$ cat src/sv/cst_pkg.sv
`timescale 1ns / 1ps
// ----------------------------------------------------------------------------
// cst_pkg: shared types and constants for the source tokenizer
// Beat structs, class codes, character codes and the keyword tables.
// ----------------------------------------------------------------------------
package cst_pkg;

  // longest token length counted before saturation
  localparam int MAX_TOKEN_CHARS_DEF = 128;

  // number of leading characters kept for keyword matching
  localparam int PREFIX_CHARS = 8;
  localparam int KW_COUNT     = 9;

  // input beat kind codes
  localparam logic KIND_CHAR = 1'b0;
  localparam logic KIND_END  = 1'b1;

  // token class codes
  localparam logic [2:0] CLS_IDENT   = 3'd0;
  localparam logic [2:0] CLS_KEYWORD = 3'd1;
  localparam logic [2:0] CLS_CONST   = 3'd2;
  localparam logic [2:0] CLS_PUNCT   = 3'd5;
  localparam logic [2:0] CLS_PREPROC = 3'd6;
  localparam logic [2:0] CLS_UNKNOWN = 3'd7;

  // character codes
  localparam logic [7:0] CH_HASH   = 8'h23;
  localparam logic [7:0] CH_LT     = 8'h3c;
  localparam logic [7:0] CH_GT     = 8'h3e;
  localparam logic [7:0] CH_LPAREN = 8'h28;
  localparam logic [7:0] CH_RPAREN = 8'h29;
  localparam logic [7:0] CH_LBRACE = 8'h7b;
  localparam logic [7:0] CH_RBRACE = 8'h7d;
  localparam logic [7:0] CH_SPACE  = 8'h20;
  localparam logic [7:0] CH_TAB    = 8'h09;
  localparam logic [7:0] CH_LF     = 8'h0a;
  localparam logic [7:0] CH_CR     = 8'h0d;
  localparam logic [7:0] CH_SEMI   = 8'h3b;
  localparam logic [7:0] CH_LBRACK = 8'h5b;
  localparam logic [7:0] CH_RBRACK = 8'h5d;
  localparam logic [7:0] CH_UNDER  = 8'h5f;

  // keyword text, first character in slot 0, unused slots zero
  localparam logic [0:KW_COUNT-1][0:PREFIX_CHARS-1][7:0] KW_TEXT = '{
    '{8'h69, 8'h6e, 8'h74, 8'h00, 8'h00, 8'h00, 8'h00, 8'h00},  // int
    '{8'h72, 8'h65, 8'h74, 8'h75, 8'h72, 8'h6e, 8'h00, 8'h00},  // return
    '{8'h76, 8'h6f, 8'h69, 8'h64, 8'h00, 8'h00, 8'h00, 8'h00},  // void
    '{8'h69, 8'h66, 8'h00, 8'h00, 8'h00, 8'h00, 8'h00, 8'h00},  // if
    '{8'h65, 8'h6c, 8'h73, 8'h65, 8'h00, 8'h00, 8'h00, 8'h00},  // else
    '{8'h77, 8'h68, 8'h69, 8'h6c, 8'h65, 8'h00, 8'h00, 8'h00},  // while
    '{8'h66, 8'h6f, 8'h72, 8'h00, 8'h00, 8'h00, 8'h00, 8'h00},  // for
    '{8'h62, 8'h72, 8'h65, 8'h61, 8'h6b, 8'h00, 8'h00, 8'h00},  // break
    '{8'h63, 8'h6f, 8'h6e, 8'h74, 8'h69, 8'h6e, 8'h75, 8'h65}   // continue
  };
  localparam logic [0:KW_COUNT-1][7:0] KW_LEN = '{
    8'd3, 8'd6, 8'd4, 8'd2, 8'd4, 8'd5, 8'd3, 8'd5, 8'd8
  };

  // the include directive text
  localparam logic [0:PREFIX_CHARS-1][7:0] INCL_TEXT = '{
    8'h23, 8'h69, 8'h6e, 8'h63, 8'h6c, 8'h75, 8'h64, 8'h65
  };

  typedef logic [0:PREFIX_CHARS-1][7:0] prefix_t;

  typedef struct packed {
    logic       kind;
    logic [7:0] char_code;
  } in_beat_t;

  typedef struct packed {
    logic [2:0]  token_class;
    logic [31:0] token_start;
    logic [7:0]  token_length;
    logic [7:0]  first_char;
    logic        too_long;
    logic        last;
  } out_beat_t;

  function automatic logic is_digit(input logic [7:0] c);
    return (c >= 8'h30) && (c <= 8'h39);
  endfunction

  function automatic logic is_ident_char(input logic [7:0] c);
    return ((c >= 8'h61) && (c <= 8'h7a)) || ((c >= 8'h41) && (c <= 8'h5a)) ||
           (c == CH_UNDER);
  endfunction

  function automatic logic is_punct(input logic [7:0] c);
    return (c == CH_LT) || (c == CH_GT) || (c == CH_LPAREN) || (c == CH_RPAREN) ||
           (c == CH_LBRACE) || (c == CH_RBRACE);
  endfunction

  function automatic logic is_sep(input logic [7:0] c);
    return (c == CH_SPACE) || (c == CH_TAB) || (c == CH_LF) || (c == CH_CR) ||
           (c == CH_SEMI) || (c == CH_LBRACK) || (c == CH_RBRACK);
  endfunction

  // parallel whole-token keyword match, only the first len characters count
  function automatic logic kw_match(input prefix_t pre, input logic [7:0] len);
    logic hit;
    logic eq;
    hit = 1'b0;
    for (int k = 0; k < KW_COUNT; k++) begin
      eq = (len == KW_LEN[k]);
      for (int j = 0; j < PREFIX_CHARS; j++) begin
        if (8'(j) < len) begin
          eq = eq && (pre[j] == KW_TEXT[k][j]);
        end
      end
      hit = hit | eq;
    end
    return hit;
  endfunction

endpackage

$ cat src/sv/c_source_tokenizer_unit.sv
`timescale 1ns / 1ps
// ----------------------------------------------------------------------------
// c_source_tokenizer_unit: streaming C tokenizer
// Takes one source character per beat and reports tokens as class, start
// offset, length, first character and overflow flag.
// ----------------------------------------------------------------------------
//
//  channel  direction  handshake            payload
//  in_      input      in_valid / in_stall  in_beat_t  (kind, char_code)
//  out_     output     out_valid/out_stall  out_beat_t (one token per beat)
//
// One character beat is taken per cycle; its zero, one or two tokens go into
// a four-entry result queue in that same cycle and leave at one per cycle.
// in_stall rises while the queue cannot take two more tokens, so the sustained
// rate is one beat per cycle as long as beats average at most one token.
// Synchronous active-low reset empties the queue and clears the held token.
// A stall on out_ only backs up the queue; held state is untouched.
module c_source_tokenizer_unit
  import cst_pkg::*;
#(
  parameter int MAX_TOKEN_CHARS = MAX_TOKEN_CHARS_DEF
) (
  input  logic      clk,
  input  logic      rst_n,
  input  logic      in_valid,
  output logic      in_stall,
  input  in_beat_t  in_data,
  output logic      out_valid,
  input  logic      out_stall,
  output out_beat_t out_data
);

  localparam int               Q_DEPTH = 4;
  localparam int               QP_W    = $clog2(Q_DEPTH);
  localparam logic [7:0]       MAX_LEN = 8'(MAX_TOKEN_CHARS);
  localparam logic [QP_W:0]    Q_ROOM  = (QP_W + 1)'(Q_DEPTH - 2);

  // held token state
  prefix_t     prefix_r, prefix_nxt;
  logic [7:0]  held_len_r, held_len_nxt;
  logic [31:0] held_start_r, held_start_nxt;
  logic [2:0]  held_class_r, held_class_nxt;
  logic [31:0] offset_r, offset_nxt;
  logic        ovf_r, ovf_nxt;

  // result queue
  out_beat_t       q_r [Q_DEPTH];
  logic [QP_W-1:0] head_r, tail_r;
  logic [QP_W:0]   count_r;

  logic       accept, pop;
  out_beat_t  res [2];
  logic [1:0] n_res;

  logic       incl;
  logic [7:0] len1;
  logic       ovf1;
  logic [2:0] cls1;
  logic [2:0] fin_cls;
  out_beat_t  flush_beat;
  logic [7:0] c;

  assign in_stall  = (count_r > Q_ROOM);
  assign accept    = in_valid && !in_stall;
  assign out_valid = (count_r != '0);
  assign out_data  = q_r[head_r];
  assign pop       = out_valid && !out_stall;

  // token assembly for one accepted beat
  always_comb begin
    c              = in_data.char_code;
    prefix_nxt     = prefix_r;
    held_len_nxt   = held_len_r;
    held_start_nxt = held_start_r;
    held_class_nxt = held_class_r;
    offset_nxt     = offset_r;
    ovf_nxt        = ovf_r;
    res[0]         = '0;
    res[1]         = '0;
    n_res          = 2'd0;

    incl    = (held_len_r == 8'd8) && (prefix_r == INCL_TEXT);
    fin_cls = kw_match(prefix_r, held_len_r) ? CLS_KEYWORD :
              (is_digit(prefix_r[0]) ? CLS_CONST : CLS_IDENT);

    flush_beat              = '0;
    flush_beat.token_start  = held_start_r;
    flush_beat.token_length = held_len_r;
    flush_beat.first_char   = prefix_r[0];
    flush_beat.too_long     = ovf_r;

    // held include goes out before the character is looked at
    len1 = incl ? 8'd0 : held_len_r;
    ovf1 = incl ? 1'b0 : ovf_r;
    cls1 = incl ? CLS_UNKNOWN : held_class_r;

    if (accept) begin
      if (in_data.kind == KIND_END) begin
        // end of stream: flush and restart offsets
        if (held_len_r != 8'd0) begin
          res[0]             = flush_beat;
          res[0].token_class = fin_cls;
          n_res              = 2'd1;
        end
        held_len_nxt   = 8'd0;
        ovf_nxt        = 1'b0;
        held_class_nxt = CLS_UNKNOWN;
        offset_nxt     = '0;
      end else begin
        if (incl) begin
          res[0]              = '0;
          res[0].token_class  = CLS_PREPROC;
          res[0].token_start  = held_start_r;
          res[0].token_length = 8'd8;
          res[0].first_char   = CH_HASH;
          n_res               = 2'd1;
        end

        priority if (c == CH_HASH) begin
          // flush and start a preprocessor token
          if (len1 != 8'd0) begin
            res[n_res[0]]             = flush_beat;
            res[n_res[0]].token_class = cls1;
            n_res                     = n_res + 2'd1;
          end
          held_class_nxt = CLS_PREPROC;
          held_start_nxt = offset_r;
          prefix_nxt[0]  = c;
          held_len_nxt   = 8'd1;
          ovf_nxt        = 1'b0;
        end else if (is_punct(c)) begin
          // flush with last class, then the punctuator
          if (len1 != 8'd0) begin
            res[n_res[0]]             = flush_beat;
            res[n_res[0]].token_class = cls1;
            n_res                     = n_res + 2'd1;
          end
          res[n_res[0]]              = '0;
          res[n_res[0]].token_class  = CLS_PUNCT;
          res[n_res[0]].token_start  = offset_r;
          res[n_res[0]].token_length = 8'd1;
          res[n_res[0]].first_char   = c;
          n_res                      = n_res + 2'd1;
          held_len_nxt               = 8'd0;
          ovf_nxt                    = 1'b0;
          held_class_nxt             = CLS_UNKNOWN;
        end else if (is_sep(c)) begin
          // flush reclassified, drop the separator
          if (len1 != 8'd0) begin
            res[n_res[0]]             = flush_beat;
            res[n_res[0]].token_class = fin_cls;
            n_res                     = n_res + 2'd1;
          end
          held_len_nxt   = 8'd0;
          ovf_nxt        = 1'b0;
          held_class_nxt = CLS_UNKNOWN;
        end else begin
          // append to the held token, saturating the length
          if (len1 == 8'd0) begin
            held_start_nxt = offset_r;
          end
          if (len1 < 8'(PREFIX_CHARS)) begin
            prefix_nxt[len1[2:0]] = c;
          end
          if (len1 < MAX_LEN) begin
            held_len_nxt = len1 + 8'd1;
            ovf_nxt      = ovf1;
          end else begin
            held_len_nxt = len1;
            ovf_nxt      = 1'b1;
          end
          if (is_ident_char(c)) begin
            held_class_nxt = CLS_IDENT;
          end else if (is_digit(c)) begin
            held_class_nxt = CLS_CONST;
          end else begin
            held_class_nxt = CLS_UNKNOWN;
          end
        end
        offset_nxt = offset_r + 32'd1;
      end

      // mark the final token of this beat
      if (n_res == 2'd2) begin
        res[1].last = 1'b1;
      end else if (n_res == 2'd1) begin
        res[0].last = 1'b1;
      end
    end
  end

  // held state
  always_ff @(posedge clk) begin
    prefix_r <= prefix_nxt;
    if (!rst_n) begin
      held_len_r   <= 8'd0;
      held_start_r <= '0;
      held_class_r <= CLS_UNKNOWN;
      offset_r     <= '0;
      ovf_r        <= 1'b0;
    end else begin
      held_len_r   <= held_len_nxt;
      held_start_r <= held_start_nxt;
      held_class_r <= held_class_nxt;
      offset_r     <= offset_nxt;
      ovf_r        <= ovf_nxt;
    end
  end

  // result queue storage
  always_ff @(posedge clk) begin
    if (n_res != 2'd0) begin
      q_r[tail_r] <= res[0];
    end
    if (n_res == 2'd2) begin
      q_r[tail_r + QP_W'(1)] <= res[1];
    end
  end

  // result queue pointers
  always_ff @(posedge clk) begin
    if (!rst_n) begin
      head_r  <= '0;
      tail_r  <= '0;
      count_r <= '0;
    end else begin
      tail_r  <= tail_r + QP_W'(n_res);
      if (pop) begin
        head_r <= head_r + QP_W'(1);
      end
      count_r <= count_r + (QP_W + 1)'(n_res) - (QP_W + 1)'(pop);
    end
  end

endmodule

$ cat config.mk
export PLATFORM = sky130hd
export DESIGN_NAME = c_source_tokenizer_unit
export DESIGN_NICKNAME = d
export VERILOG_FILES = /design/src/sv/cst_pkg.sv /design/src/sv/c_source_tokenizer_unit.sv
export SDC_FILE = /design/constraint.sdc
export NUM_CORES = 1
export LEC_CHECK = 0
export ABC_AREA = 1
export BUFFER_PORTS_ARGS = -buffer_cell sky130_fd_sc_hd__buf_2
export CAP_MARGIN = 20
export CORE_MARGIN = 4
export CORE_UTILIZATION = 51
export CTS_BUF_LIST = sky130_fd_sc_hd__clkbuf_4
export DETAILED_ROUTE_END_ITERATION = 6
export PLACE_DENSITY = 0.76
export SETUP_SLACK_MARGIN = 0.15
export SYNTH_ARGS = -nofsm -noshare
export SYNTH_HDL_FRONTEND = slang
export SYNTH_SLANG_ARGS = --single-unit
$ cat constraint.sdc
create_clock -name clk -period 10.2 [get_ports clk]
set_input_delay 1.53 -clock clk [delete_from_list [all_inputs] [get_ports clk]]
set_output_delay 1.53 -clock clk [all_outputs]
set_load 0.02 [all_outputs]
== After elaboration in Yosys (flattened, before gate mapping) ==
Memory sizes are Yosys's and may differ from the RTL's. A register that Yosys moved wholly into a read port is not among the register bits.
Index checks and enable logic that the tools add are counted.

* Add/subtract/negate cells: 9
* Order comparisons: 25
* Equality and inequality tests: 62
* Multiplexer cells: 166
* Bitwise logic cells: 17
* Reductions and logical operators: 114

{| class="wikitable"
|+ Operators with widths
! operator !! number
|-
| 2-to-1 mux 106 bit || 10
|-
| bitwise mux 106 bit || 7
|-
| 2-to-1 mux 53 bit || 9
|-
| demux 53 bit (select 1 bit) || 7
|-
| == test 8 x 7 -> 1 bit, second input constant || 39
|-
| 2-to-1 mux 64 bit || 3
|-
| 2-to-1 mux 32 bit || 5
|-
| AND 106 bit || 1
|-
| inverter 106 bit || 1
|-
| 2-to-1 mux 1 bit || 87
|-
| logical AND 1 bit || 82
|-
| bitwise mux 64 bit || 1
|-
| == test 64 x 62 -> 1 bit, second input constant || 1
|-
| 2-to-1 mux 8 bit || 8
|-
| == test 8 x 6 -> 1 bit, second input constant || 7
|-
| zero test 8 bit || 7
|-
| 2-to-1 mux 52 bit || 1
|-
| 2-to-1 mux 50 bit || 1
|-
| 2-to-1 mux 2 bit || 17
|-
| adder 32 x 1 -> 32 bit, second input constant || 1
|-
| == test 8 x 4 -> 1 bit, second input constant || 4
|-
| less-than comparator 3 x 8 -> 1 bit, first input constant || 4
|-
| demux 8 bit (select 3 bit) || 1
|-
| == test 8 x 3 -> 1 bit, second input constant || 3
|-
| other kinds (38) || 86
|}

* Register bits after elaboration: 147
* Memory bits (writable): 212
* Bits of input ports: 13
* Output and inout port bits: 55
* Word-level logic and storage cells: 410
* Memories kept: 1

{| class="wikitable"
|+ Memory list
! name !! depth !! width !! rd ports !! clocked after memory_dff !! wr ports !! RTL line !! RTL
|-
| q_r || 4 || 53 || 1 || 1 || 2 || c_source_tokenizer_unit.sv:47 || <nowiki>out_beat_t q_r [Q_DEPTH];</nowiki>
|}

== Depth between registers and ports, before layout ==
* Depth in word-level cells: 35
* Depth in mapped cells: 24
* Depth with buffers taken out: 24

== Worst setup path before layout ==
OpenSTA, ideal clock, no wires.

* Kind: in2reg
* Start point: in in_data[7] (netlist name)
* End point: mem q_r[0][0] (netlist name) (enable)
* Library setup time: 412 ps
* Arrival time: 4185 ps
* Required time: 9788 ps
* Path slack: 5603 ps
* Stages: 15
* Buffers on the path: 2
* Cell sequence: nor2_1 -> nand3_1 -> inv_1 -> nand3_2 -> nand3_1 -> nand2_1 -> o21ai_2 -> inv_2 -> nor2_4 -> buf_6 -> nand2_2 -> nor2_4 -> inv_2 -> buf_2 -> nand2_1

{| class="wikitable"
|+ RTL lines
! what !! RTL line !! RTL
|-
| start, declared || c_source_tokenizer_unit.sv:27 || <nowiki>input in_beat_t in_data,</nowiki>
|-
| end, declared || c_source_tokenizer_unit.sv:47 ||
|}

==> summary.md <==
| Metric | Value |
|---|---|
| LEAKAGE | 8.174 nW |
| # DRC | 0 |
| Mux cell area share after synthesis | 0% |
| Compound-gate portion of the synthesized area | roughly 15% |
| Antenna violations before repair | 1 |
| Layout cell share with drive strength beyond 1 | 11.39% |
| Placement row count | 70 |
| Drt total wl | approximately 56 mm |
| GPL Wtd Cong | just under 1 |
| Worst Clk Skew | about 0.05 ns |
| Die H | just over 200 um |
| RR Endpoint | q_r[3][49] |
| Slew @ Worst Pin | ~1.1 ns |
| Post-synth EDFFs | around 280 |
| CTS Sinks | ~360 |
| Post-CTS Setup Bufs | 0 |
| Synth Net Count | between 2,000 and 2,500 |
| P&R area growth vs syn | 9.318% |
| Xor/xnor share of the synthesized area | less than 1% |
| DP Worst Slack | 4.773 ns |
| Total CTS buffers | a little over 90 |
| Slew Limit Fails | 0 |
| Vias per cell | roughly 5.9 |
| Max capacitance violation total | 0 |
| Top FF cell, synth | edfxtp_1 |
| Multi-input logic area | around 7700 um^2 |
| Worst vdd ir | about 0.12 mV |
| Hold buffer count at CTS | 0 |
| HPWL Detailed | ~36 mm |
| Core Util, Final | between 50% and 60% |
| Worst reg2reg startpoint | held_len_r[0] |
| TritonCTS clock tree | yes |
| Register area share after synthesis | a little over half |
| WP data required | ~11 ns |
| Clock buffer depth | 3 |
| Area occupied by registers | between 9000 and 10,000 um^2 |
| Layout fillers | roughly 3,300 |
| Die ar. | slightly above 40,000 um^2 |
| Vias in the first global route | about 16,000 |
| Post-synth ARST share | 0% |
| GRT Overall Usage | a little over a quarter |
| Hold Path Class | reg2reg |
| CP endpoint | q_r[3][49] |
| Adder-cell area share of the yosys netlist | less than 1% |
| DRT antenna net count | 0 |
| DRT Pass-1 Iters | 6 |
| Sum Neg Setup Slack | 0 ns |
| Crit end category | flip-flop |
| # setup viols final | 0 |
| Core ar. | 36,700 um^2 |
| Worst Setup SP | held_len_r[0] |
| I/O pin cnt | a little under 70 |
| Initial drt markers | just over 2,000 |
| Final WS setup | about 5.0 ns |
| Kind of critical path | reg2reg |
| Post-Syn Area | roughly 19,000 um^2 |
| First-pass GRT wire length | between 80 and 90 mm |
| Vias | 17,350 |
| Unrepaired setup endpoints after global routing | false |
| Tcrit/Tclk final | a little over 50% |
| Worst hold slack | roughly 0.44 ns |
| Synth warn | 0 |
| Flop-to-flop setup slack | 5.02 ns |
| R2r worst-path depth | 18 |
| Port Buf Inserts | 67 |
| Number of synthesized register bits | 361 |
| WL/cell | between 15 and 20 um |
| Synth cell types | 50 |
| Clock-pin slew on the worst setup and hold paths | around 0.08 ns |
| Worst EP arrival | between 5 and 6 ns |
| Overflow after GRT | 0 |
| Mapped Cells | 2,357 |
| Die width | 201.2 um |
| Initial Util | around half |
| FMAX | 0.1932 GHz |
| Final Hold Vio Count | 0 |
| Worst Setup Start Kind | flip-flop |
| Power Density | roughly 180 nW/um^2 |
| Post-Synth Simple-Gate Area | between 20 and 25% |
| Worst-path fanout max | 36 |
| Status | complete, no violations |
| Largest net degree at the start of global routing | roughly 110 |
| Main combinational cell family by area after synthesis | simple AND/OR/NAND/NOR gates |
| CTS HTree Levels | 3 |
| Tmin final | ~5.2 ns |
| Final #Nets | 2,443 |
| Clock Tree Root | clkbuf_4 |
| Max_slew headroom | approximately 28% |
| Worst-Skew Late Latency | ~0.83 ns |
| Syn Area/Cell | 8.078 um^2 |
| Gates resized, CTS repair | 0 |
## through the flow
| stage | instance area, um^2 | power, mW | instances |
|---|---|---|---|
| 2_1_floorplan | 19040 | 2.194 | 2357 |
| 3_3_place_gp | 19510 | 2.420 | 2790 |
| 3_5_place_dp | 19520 | 2.435 | 2791 |
| 4_1_cts | 20800 | 3.770 | 2960 |
| 5_1_grt | 20810 | 3.932 | 2962 |
| 6_report | 20820 | 3.754 | 2963 |
## cell usage in the layout, fill, tap and decap left out, types with 18 or more instances in the layout
cell	n
clkinv_1	20
o21ai_0	284
dfxtp_1	84
inv_2	18
nor2_1	278
a21oi_1	128
nand2_1	632
nand4_1	32
o21ai_1	23
edfxtp_1	276
o22ai_1	83
nand3_1	57
clkbuf_4	144
inv_1	192
nor3_1	65
buf_2	67
## registers in the layout, indices dropped and copies added, names as in the netlist, 2 cells and up, named ones only
register / cells
held_start_r: 32
tail_r: 2
held_len_r: 8
head_r: 2
offset_r: 32
count_r: 3
prefix_r: 56
held_class_r: 3
q_r: 212
flush_beat: 8
## per-layer routing
| layer | up-vias | global-route usage, % | wire (um) |
|---|---|---|---|
| li1 | 8174 | - | - |
| met1 | 8125 | 37.80 | 23250 |
| met2 | 939 | 40.82 | 24900 |
| met3 | 112 | 5.995 | 6414 |
| met4 | 0 | 8.789 | 1206 |
| met5 | - | 0 | 0 |
## final cells by class
| type | instances | area share [%] |
|---|---|---|
| antenna | 2 | 0.02404 |
| timing repair buffer | 80 | 2.080 |
| inverter | 212 | 3.835 |
| clock buffer | 143 | 5.157 |
| tap | 468 | 2.813 |
| sequential | 361 | 48.01 |
| multi-input combinational | 1671 | 37.06 |
| clock inverter | 26 | 1.022 |
## worst max-delay path: stages (launching register included)
cell and delay, ns:
dfxtp_1 0.39, inv_1 0.21, ha_1 0.23, nand3_1 0.10, nor2_2 0.19, nand3_1 0.11
nor2_2 0.16, nand2_2 0.18, nand2_2 0.17, nand2_4 0.11, ha_1 0.38, inv_1 0.40
o21ai_0 0.16, nand3_1 0.14, nand2_2 0.09, inv_4 0.13, nand3_4 0.38, nand2_2 0.70
buf_4 0.54
## synthesized netlist by cell type (26+ instances only)
cell,number,area share (%)
nand2_1,636,13
o21ai_0,284,7.5
nor2_1,278,5.5
edfxtp_1,276,44
inv_1,194,3.8
a21oi_1,128,3.4
dfxtp_1,85,8.9
o22ai_1,83,2.7
clkbuf_1,67,1.3
nor3_1,65,1.7
nand3_1,57,1.5
nand4_1,32,1.1
buf_2,26,0.68
## logic make-up after synthesis
group                    after synthesis
AND/OR/NAND/NOR                     1108
AO/OA/AOI/OAI                        546
flip-flops                           361
buffers and inverters                325
adder cells (fa/ha/maj)               12
XOR/XNOR                               5
## how the worst min path moves through the flow
stage	start	end	slack, ns	cells past startpoint
floorplan	offset_r[2]	offset_r[2]	0.41	1
global placement	offset_r[2]	offset_r[2]	0.43	1
detailed placement	offset_r[2]	offset_r[2]	0.43	1
CTS	offset_r[2]	offset_r[2]	0.44	1
global route	offset_r[2]	offset_r[2]	0.46	1
finish	offset_r[2]	offset_r[2]	0.44	1
## where the power goes
part	internal, mW	switching (mW)
Sequential	1.64	0.0421
Clock	0.738	0.608
Combinational	0.200	0.528
Total	2.58	1.18
Power figures use the tool's default switching activity.
